$ cat config.mk
export PLATFORM = sky130hd
export DESIGN_NAME = least_squares_plane_fit
export DESIGN_NICKNAME = d
export VERILOG_FILES = /design/src/rtl/core/plf_pkg.sv /design/src/rtl/core/plf_mul.sv /design/src/rtl/core/plf_div.sv /design/src/rtl/core/least_squares_plane_fit.sv
export SDC_FILE = /design/constraint.sdc
export NUM_CORES = 2
export LEC_CHECK = 0
export BUFFER_PORTS_ARGS = -buffer_cell sky130_fd_sc_hd__buf_2
export CAP_MARGIN = 20
export CORE_MARGIN = 10
export CORE_UTILIZATION = 45
export CTS_BUF_LIST = sky130_fd_sc_hd__clkbuf_2
export DETAILED_ROUTE_END_ITERATION = 6
export PLACE_DENSITY_LB_ADDON = 0.08
export SYNTH_ARGS = -nofsm -noshare
export SYNTH_HDL_FRONTEND = slang
export SYNTH_HIERARCHICAL = 1
export SYNTH_SLANG_ARGS = --single-unit
$ cat constraint.sdc
create_clock -name clk_i -period 18.1 [get_ports clk_i]
set_input_delay 0 -clock clk_i [delete_from_list [all_inputs] [get_ports clk_i]]
set_output_delay 0 -clock clk_i [all_outputs]
set_load 0.005 [all_outputs]
$ cat src/rtl/core/plf_pkg.sv
// ----------------------------------------------------------------------------
// plf_pkg
// Shared constants and status codes of the plane fit block.
// ----------------------------------------------------------------------------
package plf_pkg;

  localparam int unsigned MaxPointsDef    = 1024;
  localparam int unsigned CoordBitsDef    = 16;
  localparam int unsigned CoefFracBitsDef = 16;

  localparam int unsigned CoefW   = 32;
  localparam int unsigned StatusW = 3;

  localparam logic [StatusW-1:0] StOk       = 3'd0;
  localparam logic [StatusW-1:0] StFew      = 3'd1;
  localparam logic [StatusW-1:0] StSingular = 3'd2;
  localparam logic [StatusW-1:0] StNegative = 3'd3;
  localparam logic [StatusW-1:0] StTooMany  = 3'd4;

endpackage

$ cat src/rtl/core/plf_mul.sv
// ----------------------------------------------------------------------------
// plf_mul
// Bit-serial signed multiplier, one shift-add per cycle.
// ----------------------------------------------------------------------------
module plf_mul
  import plf_pkg::*;
#(
  parameter int unsigned SumW = 42
) (
  input  logic                     clk_i,
  input  logic                     rst_ni,
  input  logic                     start_i,
  input  logic signed [SumW-1:0]   a_i,
  input  logic signed [SumW-1:0]   b_i,
  output logic                     done_o,
  output logic signed [2*SumW:0]   p_o
);

  localparam int unsigned CntW = $clog2(SumW + 1);

  logic [SumW-1:0] mag_a_q, mag_a_d;
  logic [SumW-1:0] hi_q, hi_d;
  logic [SumW-1:0] lo_q, lo_d;
  logic            neg_q, neg_d;
  logic            busy_q, busy_d;
  logic            done_q, done_d;
  logic [CntW-1:0] cnt_q, cnt_d;
  logic [SumW:0]   sum;
  logic [2*SumW:0] prod;

  always_comb begin
    sum     = {1'b0, hi_q} + (lo_q[0] ? {1'b0, mag_a_q} : '0);
    mag_a_d = mag_a_q;
    hi_d    = hi_q;
    lo_d    = lo_q;
    neg_d   = neg_q;
    busy_d  = busy_q;
    done_d  = 1'b0;
    cnt_d   = cnt_q;
    if (start_i) begin
      mag_a_d = a_i[SumW-1] ? SumW'(-a_i) : SumW'(a_i);
      lo_d    = b_i[SumW-1] ? SumW'(-b_i) : SumW'(b_i);
      hi_d    = '0;
      neg_d   = a_i[SumW-1] ^ b_i[SumW-1];
      busy_d  = 1'b1;
      cnt_d   = '0;
    end else if (busy_q) begin
      hi_d  = sum[SumW:1];
      lo_d  = {sum[0], lo_q[SumW-1:1]};
      cnt_d = cnt_q + 1'b1;
      if (cnt_q == CntW'(SumW - 1)) begin
        busy_d = 1'b0;
        done_d = 1'b1;
      end
    end
  end

  always_ff @(posedge clk_i or negedge rst_ni) begin
    if (!rst_ni) begin
      busy_q <= 1'b0;
      done_q <= 1'b0;
      cnt_q  <= '0;
    end else begin
      busy_q <= busy_d;
      done_q <= done_d;
      cnt_q  <= cnt_d;
    end
  end

  always_ff @(posedge clk_i) begin
    mag_a_q <= mag_a_d;
    hi_q    <= hi_d;
    lo_q    <= lo_d;
    neg_q   <= neg_d;
  end

  assign prod   = {1'b0, hi_q, lo_q};
  assign p_o    = neg_q ? -$signed(prod) : $signed(prod);
  assign done_o = done_q;

endmodule

$ cat src/rtl/core/plf_div.sv
// ----------------------------------------------------------------------------
// plf_div
// Restoring divider, one quotient bit per cycle, saturated fixed-point result.
// ----------------------------------------------------------------------------
module plf_div
  import plf_pkg::*;
#(
  parameter int unsigned PW       = 85,
  parameter int unsigned FracBits = 16
) (
  input  logic             clk_i,
  input  logic             rst_ni,
  input  logic             start_i,
  input  logic [PW-1:0]    num_i,
  input  logic [PW-1:0]    den_i,
  output logic             done_o,
  output logic [CoefW-1:0] quot_o
);

  localparam int unsigned NW   = PW + FracBits;
  localparam int unsigned CntW = $clog2(NW + 1);

  logic [NW-1:0]    num_q, num_d;
  logic [PW-1:0]    den_q, den_d;
  logic [PW-1:0]    rem_q, rem_d;
  logic [CoefW-1:0] q_q, q_d;
  logic             sat_q, sat_d;
  logic             busy_q, busy_d;
  logic             done_q, done_d;
  logic [CntW-1:0]  cnt_q, cnt_d;
  logic [PW:0]      trial;
  logic [PW:0]      diff;

  always_comb begin
    trial  = {rem_q, num_q[NW-1]};
    diff   = trial - {1'b0, den_q};
    num_d  = num_q;
    den_d  = den_q;
    rem_d  = rem_q;
    q_d    = q_q;
    sat_d  = sat_q;
    busy_d = busy_q;
    done_d = 1'b0;
    cnt_d  = cnt_q;
    if (start_i) begin
      num_d  = {num_i, {FracBits{1'b0}}};
      den_d  = den_i;
      rem_d  = '0;
      q_d    = '0;
      sat_d  = 1'b0;
      busy_d = 1'b1;
      cnt_d  = '0;
    end else if (busy_q) begin
      num_d = {num_q[NW-2:0], 1'b0};
      if (!diff[PW]) begin
        rem_d = diff[PW-1:0];
      end else begin
        rem_d = trial[PW-1:0];
      end
      q_d   = {q_q[CoefW-2:0], ~diff[PW]};
      sat_d = sat_q | q_q[CoefW-1];
      cnt_d = cnt_q + 1'b1;
      if (cnt_q == CntW'(NW - 1)) begin
        busy_d = 1'b0;
        done_d = 1'b1;
      end
    end
  end

  always_ff @(posedge clk_i or negedge rst_ni) begin
    if (!rst_ni) begin
      busy_q <= 1'b0;
      done_q <= 1'b0;
      cnt_q  <= '0;
    end else begin
      busy_q <= busy_d;
      done_q <= done_d;
      cnt_q  <= cnt_d;
    end
  end

  always_ff @(posedge clk_i) begin
    num_q <= num_d;
    den_q <= den_d;
    rem_q <= rem_d;
    q_q   <= q_d;
    sat_q <= sat_d;
  end

  assign done_o = done_q;
  assign quot_o = sat_q ? '1 : q_q;

endmodule

$ cat src/rtl/core/least_squares_plane_fit.sv
// ----------------------------------------------------------------------------
// least_squares_plane_fit
// Fits z = a*x + b*y through the origin over a stream of points.
//
// channel  | dir | tdata                      | tuser       | tlast
// s_axis   | in  | point_x, point_y, point_z  | -           | last_point
// m_axis   | out | coef_a, coef_b             | fit_status  | -
//
// Each point takes five multiply-accumulates through one multiplier; no new
// point is taken until they are done. A last point adds the solve: six
// serial products and two serial divides. Reset clears all sums. A waiting
// result holds while new points are taken; the next solve runs, but its
// result waits until the first one is taken.
// ----------------------------------------------------------------------------
module least_squares_plane_fit
  import plf_pkg::*;
#(
  parameter int unsigned MAX_POINTS     = MaxPointsDef,
  parameter int unsigned COORD_BITS     = CoordBitsDef,
  parameter int unsigned COEF_FRAC_BITS = CoefFracBitsDef
) (
  input  logic                                  clk_i,
  input  logic                                  rst_ni,
  input  logic                                  s_axis_tvalid,
  output logic                                  s_axis_tready,
  // point_x, point_y, point_z
  input  logic [((3*COORD_BITS+7)/8)*8-1:0]     s_axis_tdata,
  input  logic                                  s_axis_tlast,
  output logic                                  m_axis_tvalid,
  input  logic                                  m_axis_tready,
  // coef_a, coef_b
  output logic [2*CoefW-1:0]                    m_axis_tdata,
  // fit_status
  output logic [StatusW-1:0]                    m_axis_tuser
);

  localparam int unsigned CntW = $clog2(MAX_POINTS + 1);
  localparam int unsigned SumW = 2 * COORD_BITS + CntW;
  localparam int unsigned PW   = 2 * SumW + 1;
  localparam int unsigned CB   = COORD_BITS;

  typedef enum logic [6:0] {
    SIdle  = 7'b0000001,
    SAcc   = 7'b0000010,
    SCheck = 7'b0000100,
    SMul   = 7'b0001000,
    SEval  = 7'b0010000,
    SDiv   = 7'b0100000,
    SDone  = 7'b1000000
  } state_e;

  state_e state_q, state_d;

  logic signed [CB-1:0]   x_q, y_q, z_q;
  logic                   last_q;
  logic signed [SumW-1:0] sxx_q, syy_q, sxy_q, sxz_q, syz_q;
  logic signed [SumW-1:0] sxx_d, syy_d, sxy_d, sxz_d, syz_d;
  logic [CntW-1:0]        cnt_q, cnt_d;
  logic                   ovf_q, ovf_d;
  logic [2:0]             step_q, step_d;
  logic signed [PW-1:0]   tmp_q, tmp_d, det_q, det_d, na_q, na_d, nb_q, nb_d;
  logic [CoefW-1:0]       ra_q, ra_d, rb_q, rb_d;
  logic [StatusW-1:0]     rs_q, rs_d;
  logic                   mstart_q, mstart_d, dstart_q, dstart_d;
  logic                   ov_q, ov_d;
  logic [2*CoefW-1:0]     odata_q, odata_d;
  logic [StatusW-1:0]     ouser_q, ouser_d;

  logic signed [CB-1:0]   op_a, op_b;
  logic signed [2*CB-1:0] prod;
  logic signed [SumW-1:0] prod_x;
  logic signed [SumW-1:0] mul_a, mul_b;
  logic                   mul_done, div_done;
  logic signed [PW-1:0]   mul_p;
  logic [PW-1:0]          div_num, det_mag;
  logic [CoefW-1:0]       div_q;
  logic                   accept, nega, negb;

  assign accept = s_axis_tvalid && s_axis_tready;
  assign s_axis_tready = (state_q == SIdle);

  always_comb begin
    unique case (step_q)
      3'd0:    begin op_a = x_q; op_b = x_q; end
      3'd1:    begin op_a = y_q; op_b = y_q; end
      3'd2:    begin op_a = x_q; op_b = y_q; end
      3'd3:    begin op_a = x_q; op_b = z_q; end
      default: begin op_a = y_q; op_b = z_q; end
    endcase
  end

  assign prod   = op_a * op_b;
  assign prod_x = SumW'(prod);

  always_comb begin
    unique case (step_q)
      3'd0:    begin mul_a = sxx_q; mul_b = syy_q; end
      3'd1:    begin mul_a = sxy_q; mul_b = sxy_q; end
      3'd2:    begin mul_a = sxz_q; mul_b = syy_q; end
      3'd3:    begin mul_a = syz_q; mul_b = sxy_q; end
      3'd4:    begin mul_a = syz_q; mul_b = sxx_q; end
      default: begin mul_a = sxz_q; mul_b = sxy_q; end
    endcase
  end

  plf_mul #(
    .SumW(SumW)
  ) u_mul (
    .clk_i  (clk_i),
    .rst_ni (rst_ni),
    .start_i(mstart_q),
    .a_i    (mul_a),
    .b_i    (mul_b),
    .done_o (mul_done),
    .p_o    (mul_p)
  );

  assign det_mag = det_q[PW-1] ? PW'(-det_q) : PW'(det_q);
  assign div_num = (step_q == 3'd0) ? (na_q[PW-1] ? PW'(-na_q) : PW'(na_q))
                                    : (nb_q[PW-1] ? PW'(-nb_q) : PW'(nb_q));

  plf_div #(
    .PW      (PW),
    .FracBits(COEF_FRAC_BITS)
  ) u_div (
    .clk_i  (clk_i),
    .rst_ni (rst_ni),
    .start_i(dstart_q),
    .num_i  (div_num),
    .den_i  (det_mag),
    .done_o (div_done),
    .quot_o (div_q)
  );

  assign nega = (na_q != '0) && (na_q[PW-1] ^ det_q[PW-1]);
  assign negb = (nb_q != '0) && (nb_q[PW-1] ^ det_q[PW-1]);

  always_comb begin
    state_d  = state_q;
    sxx_d    = sxx_q;
    syy_d    = syy_q;
    sxy_d    = sxy_q;
    sxz_d    = sxz_q;
    syz_d    = syz_q;
    cnt_d    = cnt_q;
    ovf_d    = ovf_q;
    step_d   = step_q;
    tmp_d    = tmp_q;
    det_d    = det_q;
    na_d     = na_q;
    nb_d     = nb_q;
    ra_d     = ra_q;
    rb_d     = rb_q;
    rs_d     = rs_q;
    mstart_d = 1'b0;
    dstart_d = 1'b0;
    ov_d     = ov_q;
    odata_d  = odata_q;
    ouser_d  = ouser_q;

    if (ov_q && m_axis_tready) begin
      ov_d = 1'b0;
    end

    unique case (state_q)
      SIdle: begin
        if (accept) begin
          step_d = '0;
          if (cnt_q < CntW'(MAX_POINTS)) begin
            cnt_d   = cnt_q + 1'b1;
            state_d = SAcc;
          end else begin
            ovf_d   = 1'b1;
            state_d = s_axis_tlast ? SCheck : SIdle;
          end
        end
      end
      SAcc: begin
        step_d = step_q + 1'b1;
        case (step_q)
          3'd0:    sxx_d = sxx_q + prod_x;
          3'd1:    syy_d = syy_q + prod_x;
          3'd2:    sxy_d = sxy_q + prod_x;
          3'd3:    sxz_d = sxz_q + prod_x;
          default: syz_d = syz_q + prod_x;
        endcase
        if (step_q == 3'd4) begin
          state_d = last_q ? SCheck : SIdle;
        end
      end
      SCheck: begin
        step_d = '0;
        ra_d   = '0;
        rb_d   = '0;
        if (ovf_q) begin
          rs_d    = StTooMany;
          state_d = SDone;
        end else if (cnt_q < CntW'(3)) begin
          rs_d    = StFew;
          state_d = SDone;
        end else begin
          mstart_d = 1'b1;
          state_d  = SMul;
        end
      end
      SMul: begin
        if (mul_done) begin
          step_d = step_q + 1'b1;
          case (step_q)
            3'd1:    det_d = tmp_q - mul_p;
            3'd3:    na_d  = tmp_q - mul_p;
            3'd5:    nb_d  = tmp_q - mul_p;
            default: tmp_d = mul_p;
          endcase
          if (step_q == 3'd5) begin
            state_d = SEval;
          end else begin
            mstart_d = 1'b1;
          end
        end
      end
      SEval: begin
        step_d = '0;
        if (det_q == '0) begin
          rs_d    = StSingular;
          state_d = SDone;
        end else if (nega || negb) begin
          rs_d    = StNegative;
          state_d = SDone;
        end else begin
          dstart_d = 1'b1;
          state_d  = SDiv;
        end
      end
      SDiv: begin
        if (div_done) begin
          if (step_q == 3'd0) begin
            ra_d     = div_q;
            step_d   = 3'd1;
            dstart_d = 1'b1;
          end else begin
            rb_d    = div_q;
            rs_d    = StOk;
            state_d = SDone;
          end
        end
      end
      SDone: begin
        if (!ov_q || m_axis_tready) begin
          ov_d    = 1'b1;
          odata_d = {rb_q, ra_q};
          ouser_d = rs_q;
          sxx_d   = '0;
          syy_d   = '0;
          sxy_d   = '0;
          sxz_d   = '0;
          syz_d   = '0;
          cnt_d   = '0;
          ovf_d   = 1'b0;
          state_d = SIdle;
        end
      end
      default: state_d = SIdle;
    endcase
  end

  always_ff @(posedge clk_i or negedge rst_ni) begin
    if (!rst_ni) begin
      state_q  <= SIdle;
      sxx_q    <= '0;
      syy_q    <= '0;
      sxy_q    <= '0;
      sxz_q    <= '0;
      syz_q    <= '0;
      cnt_q    <= '0;
      ovf_q    <= 1'b0;
      step_q   <= '0;
      mstart_q <= 1'b0;
      dstart_q <= 1'b0;
      ov_q     <= 1'b0;
    end else begin
      state_q  <= state_d;
      sxx_q    <= sxx_d;
      syy_q    <= syy_d;
      sxy_q    <= sxy_d;
      sxz_q    <= sxz_d;
      syz_q    <= syz_d;
      cnt_q    <= cnt_d;
      ovf_q    <= ovf_d;
      step_q   <= step_d;
      mstart_q <= mstart_d;
      dstart_q <= dstart_d;
      ov_q     <= ov_d;
    end
  end

  always_ff @(posedge clk_i) begin
    if (accept) begin
      x_q    <= s_axis_tdata[CB-1:0];
      y_q    <= s_axis_tdata[2*CB-1:CB];
      z_q    <= s_axis_tdata[3*CB-1:2*CB];
      last_q <= s_axis_tlast;
    end
    tmp_q   <= tmp_d;
    det_q   <= det_d;
    na_q    <= na_d;
    nb_q    <= nb_d;
    ra_q    <= ra_d;
    rb_q    <= rb_d;
    rs_q    <= rs_d;
    odata_q <= odata_d;
    ouser_q <= ouser_d;
  end

  assign m_axis_tvalid = ov_q;
  assign m_axis_tdata  = odata_q;
  assign m_axis_tuser  = ouser_q;

endmodule
## Yosys cells after proc, flatten, opt, wreduce, memory -nomap -nowiden

Cells that the tools add are included.

| storage, ports and cells | value |
|---|---|
| output and inout bits | 69 |
| memories | 0 |
| bits in registers | 1212 |
| word-level logic and storage cells | 241 |
| ROM bits | 0 |
| bits of input ports | 53 |
| bits in writable memories | 0 |
| latch bits | 0 |

| operators by class | value |
|---|---|
| muxes and demuxes | 99 |
| equality and inequality tests | 31 |
| $mul | 1 |
| shift-type cells | 0 |
| bitwise operators | 6 |
| reductions and logical operators | 42 |
| divide/modulo/power cells | 0 |
| order comparisons | 2 |
| add/subtract/negate cells | 18 |

Operators with widths:

| operator | count |
|---|---|
| 43-bit case mux with 2 select lines | 6 |
| 87-bit 2-to-1 mux | 5 |
| 43-bit 2-to-1 mux | 10 |
| 87-bit negation | 3 |
| 43-bit by 32-bit adder with 43-bit output | 5 |
| 103-bit 2-to-1 mux | 2 |
| 87-bit nonzero test | 2 |
| 32-bit 2-to-1 mux | 5 |
| 43-bit case mux with 3 select lines | 1 |
| 32-bit case mux with 2 select lines | 2 |
| 7-bit 2-to-1 mux | 13 |
| 88-bit by 87-bit subtractor with 88-bit output | 1 |
| 87-bit logical NOT | 1 |
| 86-bit negation with 87-bit output | 1 |
| 87-bit subtractor | 1 |
| 86-bit 2-to-1 mux | 1 |
| 43-bit negation | 2 |
| 7-bit case mux with 7 select lines | 1 |
| 43-bit by 44-bit adder with 44-bit output | 1 |
| 42-bit 2-to-1 mux | 1 |
| 3-bit 2-to-1 mux | 13 |
| 11-bit 2-to-1 mux | 3 |
| 3-bit AND reduction | 11 |
| 16-bit by 16-bit multiplier with 32-bit output | 1 |
| other kinds (45) | 107 |

## Logic depth before layout (Yosys ltp)

| logic depth | value |
|---|---|
| depth after elaboration | 7 |
| mapped depth | 48 |
| gate-level depth less buffers | 43 |

## By module

Netlist, hierarchy kept.

Modules (own cells, without submodules):

| module | cells an instance | seq. area each (um2) | instances | area each (um2) |
|---|---|---|---|---|
| least_squares_plane_fit | 6240 | 21952.3 | 1 | 59697.3 |
| plf_div | 1833 | 7852.5 | 1 | 17519.3 |
| plf_mul | 1299 | 3673.5 | 1 | 11209.5 |

## Worst setup path after synthesis

Ideal clock, no wire load.

| timing | value |
|---|---|
| path type | register -> register |
| from | register step_q[0] |
| to | register syy_q[42] |
| data arrival time | 14.077 ns |
| path buffers | 5 |
| setup time | 0.083 ns |
| period minus slack after synthesis | 14.160 ns |
| stages on the path, launching flop included | 42 |
| required time | 18.017 ns |
| path slack | 3.940 ns |
| cell sequence | dfrtp_1 inv_1 ha_1 clkbuf_1 or2_2 clkbuf_1 a21oi_1 clkbuf_1 clkbuf_1 mux2i_1 nor2_1 fa_1 inv_1 fa_1 fa_1 inv_1 fa_1 fa_1 (+6 left out) a21oi_1 a211oi_1 o21ai_0 nand3_1 a31oi_1 o21bai_1 xnor2_1 ha_1 clkbuf_1 a211o_1 or3_1 a211oi_1 nor3_1 a221oi_1 o21ai_0 xnor2_1 or3_1 o21ai_0 |

| between the ends | value |
|---|---|
| longest elaborated chain between the ends | 7 |
| elaborated cells on any way between the ends | 14 |
| classes of those cells | add/sub: 1; mul: 1; eq/ne: 4; mux: 4; reduce/logical: 4 |

Ends and longest elaborated chain:

| item | RTL line | RTL |
|---|---|---|
| from (decl) | least_squares_plane_fit.sv:60 | `logic [2:0] step_q, step_d;` |
| from (signal assigned) | least_squares_plane_fit.sv:290 | `step_q <= step_d;` |
| 3-bit by 1-bit equality test with 1-bit output (tied with other cells) | least_squares_plane_fit.sv:83, least_squares_plane_fit.sv:180 |  |
| 2-bit OR reduction (no source line) / 3-bit OR reduction (equally long branches) | -- |  |
| 16-bit case mux with 2 select lines / 16-bit 2-to-1 mux (equally long branches) | least_squares_plane_fit.sv:83 | `unique case (step_q)` |
| 16-bit by 16-bit multiplier with 32-bit output | least_squares_plane_fit.sv:92 | `assign prod = op_a * op_b;` |
| 43-bit by 32-bit adder with 43-bit output | least_squares_plane_fit.sv:182 | `3'd1: syy_d = syy_q + prod_x;` |
| 43-bit 2-to-1 mux | least_squares_plane_fit.sv:180 | `case (step_q)` |
| 43-bit case mux with 2 select lines | least_squares_plane_fit.sv:165 | `unique case (state_q)` |
| to (signal assigned) | least_squares_plane_fit.sv:284 | `syy_q <= syy_d;` |
| to (decl) | least_squares_plane_fit.sv:56 | `logic signed [SumW-1:0] sxx_q, syy_q, sxy_q, sxz_q, syz_q;` |

Several ways; a longest one is shown, not always the timed one. The select of a mux whose other input is x is not followed.
A chain may end at the register's enable or synchronous reset.

## Worst setup path in the final report

| timing | value |
|---|---|
| from | register step_q[2] |
| to | register sxz_q[40] |

| between the ends | value |
|---|---|
| longest elaborated chain between the ends | 7 |
| elaborated cells on any way between the ends | 14 |
| classes of those cells | add/sub: 1; mul: 1; eq/ne: 4; mux: 4; reduce/logical: 4 |

Ends and longest elaborated chain:

| item | RTL line | RTL |
|---|---|---|
| 3-bit by 1-bit equality test with 1-bit output (tied with other cells) | least_squares_plane_fit.sv:83 |  |
| 2-bit OR reduction (no source line) / 3-bit OR reduction (equally long branches) | -- |  |
| 16-bit case mux with 2 select lines / 16-bit 2-to-1 mux (equally long branches) | least_squares_plane_fit.sv:83 |  |
| 16-bit by 16-bit multiplier with 32-bit output | least_squares_plane_fit.sv:92 |  |
| 43-bit by 32-bit adder with 43-bit output | least_squares_plane_fit.sv:184 | `3'd3: sxz_d = sxz_q + prod_x;` |
| 43-bit 2-to-1 mux | least_squares_plane_fit.sv:180 |  |
| 43-bit case mux with 2 select lines | least_squares_plane_fit.sv:165 |  |
| to (signal assigned) | least_squares_plane_fit.sv:286 | `sxz_q <= sxz_d;` |
| to (decl) | least_squares_plane_fit.sv:56 |  |

Several ways; a longest one is shown, not always the timed one. The select of a mux whose other input is x is not followed.

==> flow_metrics.env <==
export IMPL_rsz0062_at_grt="false"
export IMPL_cts_sinks=1212
export IMPL_ff2ff_path_depth=37
export IMPL_critPathBufInv=7
export IMPL_grt_pass1_vias=72300
export IMPL_crit_family="adder cells"
export IMPL_fin_skew_ps=187
export IMPL_cap_viol_max_count=0
export IMPL_syn_cell_area_um2=88400
export IMPL_r2r_end="sxz_q[40]$_DFFE_PN0P_"
export IMPL_worst_path_max_delay_cell="mux2i_1"
export IMPL_syn_nets=10200
export IMPL_synth_seq_cells=1212
export IMPL_busiest_layer="met2"
export IMPL_grt_use_met3=0.0379
export IMPL_wirelength_um=270000
export IMPL_post_route_period_util=0.684
export IMPL_cts_tree="built"
export IMPL_cpPeakStageDelay_ps=910
export IMPL_wl_per_cell_um=21.3
export IMPL_maxSlewViolCount=0
export IMPL_worstSetupStartpointType="flop"
export IMPL_clock_latency_ps=1830
export IMPL_drive_gt1_frac=0.104
export IMPL_arrival_ps=14020
export IMPL_hpwlAfterDp_um=201000
export IMPL_synthArstFlopShare=0.212
export IMPL_cp_end_kind="flop"
export IMPL_grt_pass1_wl_um=420000
export IMPL_hp_class="in2reg"
export IMPL_nNetsFinal=10600
export IMPL_ant_nets=0
export IMPL_reg2reg_setup_slack_ps=5710
export IMPL_io_buffers=121
export IMPL_yosysSeqAreaShare=0.379
export IMPL_io_pins=122
export IMPL_timing_rr_start="step_q[2]$_DFFE_PN0P_"
export IMPL_cts_max_level=5
export IMPL_fp_dieH_um=463
export IMPL_cts_root_buf="clkbuf_2"
export IMPL_placed_area_um2=91700
export IMPL_dp_cells=11800
export IMPL_slew_limit_headroom=0.184
export IMPL_min_to="state_q[4]$_DFFE_PN0P_"
export IMPL_cts_made_buffers=355
export IMPL_fin_tns_setup_ps=0
export IMPL_setup_viol=0
export IMPL_status="finished with violations"
export IMPL_min_period_ps=12390
export IMPL_hold_path_startpoint="m_axis_tready"
export IMPL_areaGrowthSynthToFinish_pct=9.61
export IMPL_syn_inst=9372
export IMPL_crit_required_ps=19730
export IMPL_yosys_warnings=6
export IMPL_cpMostUsedCell="fa_1"
export IMPL_dr_pass1_iters=7
export IMPL_synth_cell_type_count=116
export IMPL_synth_edff_count=792
export IMPL_fmax_mhz=80.7
export IMPL_num_fill_cells=18500
export IMPL_grt_max_degree=146
export IMPL_gr_usage_met2=0.406
export IMPL_use_met1=0.314
export IMPL_clk_path_buf_depth=4
export IMPL_tightest_slew_ps=1210
export IMPL_grt_usage=0.244
export IMPL_min_path_cells=8
export IMPL_instances_no_fill=12700
export IMPL_antenna_found_initial=7
export IMPL_critPathKind="reg2reg"
export IMPL_multi_input_area_um2=51100
export IMPL_fp_dieW_um=463
export IMPL_synth_ff_type="edfxtp_1"
export IMPL_gp_congestion=0.945
export IMPL_design_die_area_um2=215000
export IMPL_cts_reportedPaths_clkPinSlew_ps=100
export IMPL_core_area_um2=195000
export IMPL_critical_path_max_fanout=52
export IMPL_vias=72500
export IMPL_hold_violations=0
export IMPL_route_detailed_drc=16
export IMPL_first_iter_violations=5576
export IMPL_start_util=0.453
export IMPL_syn_area_per_cell_um2=9.44
export IMPL_via_per_inst=5.73
export IMPL_gr_total_overflow=0
export IMPL_rows=162
export IMPL_seqCellArea_um2=33500
export IMPL_utilization=0.497
export IMPL_violations="design-rule violations"
export IMPL_final_area_um2=96900
worst max-delay path by stage:
stage / start / endpoint / slack [ps] / cells past startpoint
detailed placement: step_q[2]$_DFFE_PN0P_ / sxz_q[40]$_DFFE_PN0P_ / 5900 / 37
CTS: step_q[0]$_DFFE_PN0P_ / sxz_q[40]$_DFFE_PN0P_ / 5890 / 37
finish: step_q[2]$_DFFE_PN0P_ / sxz_q[40]$_DFFE_PN0P_ / 5710 / 37
global placement: step_q[2]$_DFFE_PN0P_ / sxx_q[42]$_DFFE_PN0P_ / 5920 / 40
floorplan: step_q[0]$_DFFE_PN0P_ / syy_q[42]$_DFFE_PN0P_ / 3940 / 41
global route: step_q[0]$_DFFE_PN0P_ / sxz_q[40]$_DFFE_PN0P_ / 5040 / 37
logic make-up after synthesis:
group | Yosys count | synth area share
flops | 1212 | 0.379
buf+inv | 1049 | 0.0455
fa+ha+maj | 814 | 0.138
xor+xnor | 833 | 0.0827
compound gates | 2501 | 0.182
mux | 220 | 0.0264
simple gates | 2743 | 0.147
synthesized netlist by cell type, drive strengths merged (64+ instances only):
| library cell | number | area share |
|---|---|---|
| xnor2 | 524 | 0.052 |
| a21oi | 688 | 0.039 |
| o41ai | 85 | 0.0088 |
| o21bai | 70 | 0.0059 |
| and2 | 102 | 0.0072 |
| nor2 | 719 | 0.031 |
| mux2 | 105 | 0.013 |
| a311oi | 77 | 0.0077 |
| o31ai | 154 | 0.014 |
| nand2 | 986 | 0.042 |
| edfxtp | 792 | 0.27 |
| fa | 270 | 0.061 |
| ha | 544 | 0.077 |
| nand3 | 133 | 0.0076 |
| dfxtp | 163 | 0.037 |
| or4 | 64 | 0.0058 |
| a21o | 228 | 0.019 |
| dfrtp | 256 | 0.072 |
| nand2b | 101 | 0.0072 |
| xor2 | 309 | 0.031 |
| mux2i | 115 | 0.013 |
| nor2b | 69 | 0.0049 |
| or2 | 82 | 0.0058 |
| o21ai | 664 | 0.038 |
| or3 | 94 | 0.0068 |
| o21a | 74 | 0.0064 |
| inv | 655 | 0.028 |
| nand4 | 110 | 0.0080 |
| nor3 | 118 | 0.0068 |
| clkbuf | 330 | 0.014 |
layout make-up:
type / count / share of cell area
Clock inverter: 105 / 0.00467
Inverter: 656 / 0.0254
Multi-Input combinational cell: 7111 / 0.527
Sequential cell: 1212 / 0.346
Clock buffer: 510 / 0.0263
Tap cell: 2624 / 0.0339
Antenna cell: 14 / 0.000361
Timing Repair Buffer: 428 / 0.0363
layout by cell type (no fill, tap or decap), types with 56 or more instances in the layout:
| master | netlist | routed |
|---|---|---|
| o22ai_1 | 57 | 57 |
| fa_1 | 270 | 270 |
| ha_1 | 544 | 543 |
| buf_2 | 18 | 120 |
| xnor2_1 | 522 | 521 |
| a21oi_1 | 684 | 681 |
| o31ai_1 | 149 | 149 |
| or4_1 | 56 | 56 |
| clkbuf_2 | 0 | 510 |
| dlygate4sd3_1 | 0 | 209 |
| o21bai_1 | 70 | 70 |
| nand3_1 | 132 | 131 |
| inv_1 | 653 | 652 |
| and2_1 | 100 | 99 |
| dfrtp_1 | 256 | 252 |
| nor2b_1 | 69 | 66 |
| mux2_2 | 105 | 105 |
| o21ai_0 | 639 | 639 |
| dfxtp_1 | 163 | 163 |
| nand2_1 | 986 | 983 |
| o41ai_1 | 81 | 81 |
| a311oi_1 | 76 | 76 |
| nor3_1 | 115 | 115 |
| mux2i_1 | 115 | 114 |
| nand2b_1 | 100 | 100 |
| or2_2 | 76 | 76 |
| edfxtp_1 | 792 | 792 |
| xor2_1 | 309 | 309 |
| nand4_1 | 109 | 109 |
| clkinv_1 | 1 | 82 |
| nor2_1 | 717 | 707 |
| buf_4 | 10 | 93 |
| a21o_1 | 228 | 228 |
| o21a_1 | 73 | 73 |
| or3_1 | 92 | 92 |
registers in the layout, summed over array words and instances, names as in the netlist, 43 cells and up:
| signal | count |
|---|---|
| u_div/rem_q | 87 |
| na_q | 87 |
| syz_q | 43 |
| u_mul/lo_q | 43 |
| syy_q | 43 |
| u_div/num_q | 87 |
| u_mul/mag_a_q | 43 |
| sxy_q | 43 |
| u_mul/hi_q | 43 |
| tmp_q | 87 |
| sxx_q | 43 |
| u_div/den_q | 87 |
| sxz_q | 43 |
| nb_q | 87 |
| det_q | 87 |
| m_axis_tdata | 64 |
per-stage QoR:
stage | setup slack (ps) | hold slack, ps
floorplan | 3940 | -296
global route | 5040 | 135
global placement | 5920 | 107
CTS | 5890 | 21.2
detailed placement | 5900 | 107
finish | 5710 | 214
timing repair:
action | CTS | global route
buffers inserted | 0 | 0
gates resized for setup | 0 | 0
endpoints found under the hold margin | 589 | 0
hold buffers | 210 | 0
worst register-to-register path, delay by kind of cell, from the launching register on:
family | cells | cell delay, ps
adders and majority gates | 9 | 4180
muxes | 1 | 940
buffers and inverters | 7 | 1470
and+or+nand+nor | 7 | 1240
DFF | 1 | 340
AOI/OAI and AO/OA | 11 | 3220
xor gates and xnor gates | 2 | 980
per-layer routing:
metal | wire, µm | up-vias
li1 | - | 34700
met1 | 115000 | 35100
met2 | 129000 | 2124
met3 | 14600 | 574
met4 | 11400 | 0
met5 | 0 | -
Power is left out: the tool's default activity adds up to more than one toggle a clock period on the data nets, which glitch-free logic cannot reach.
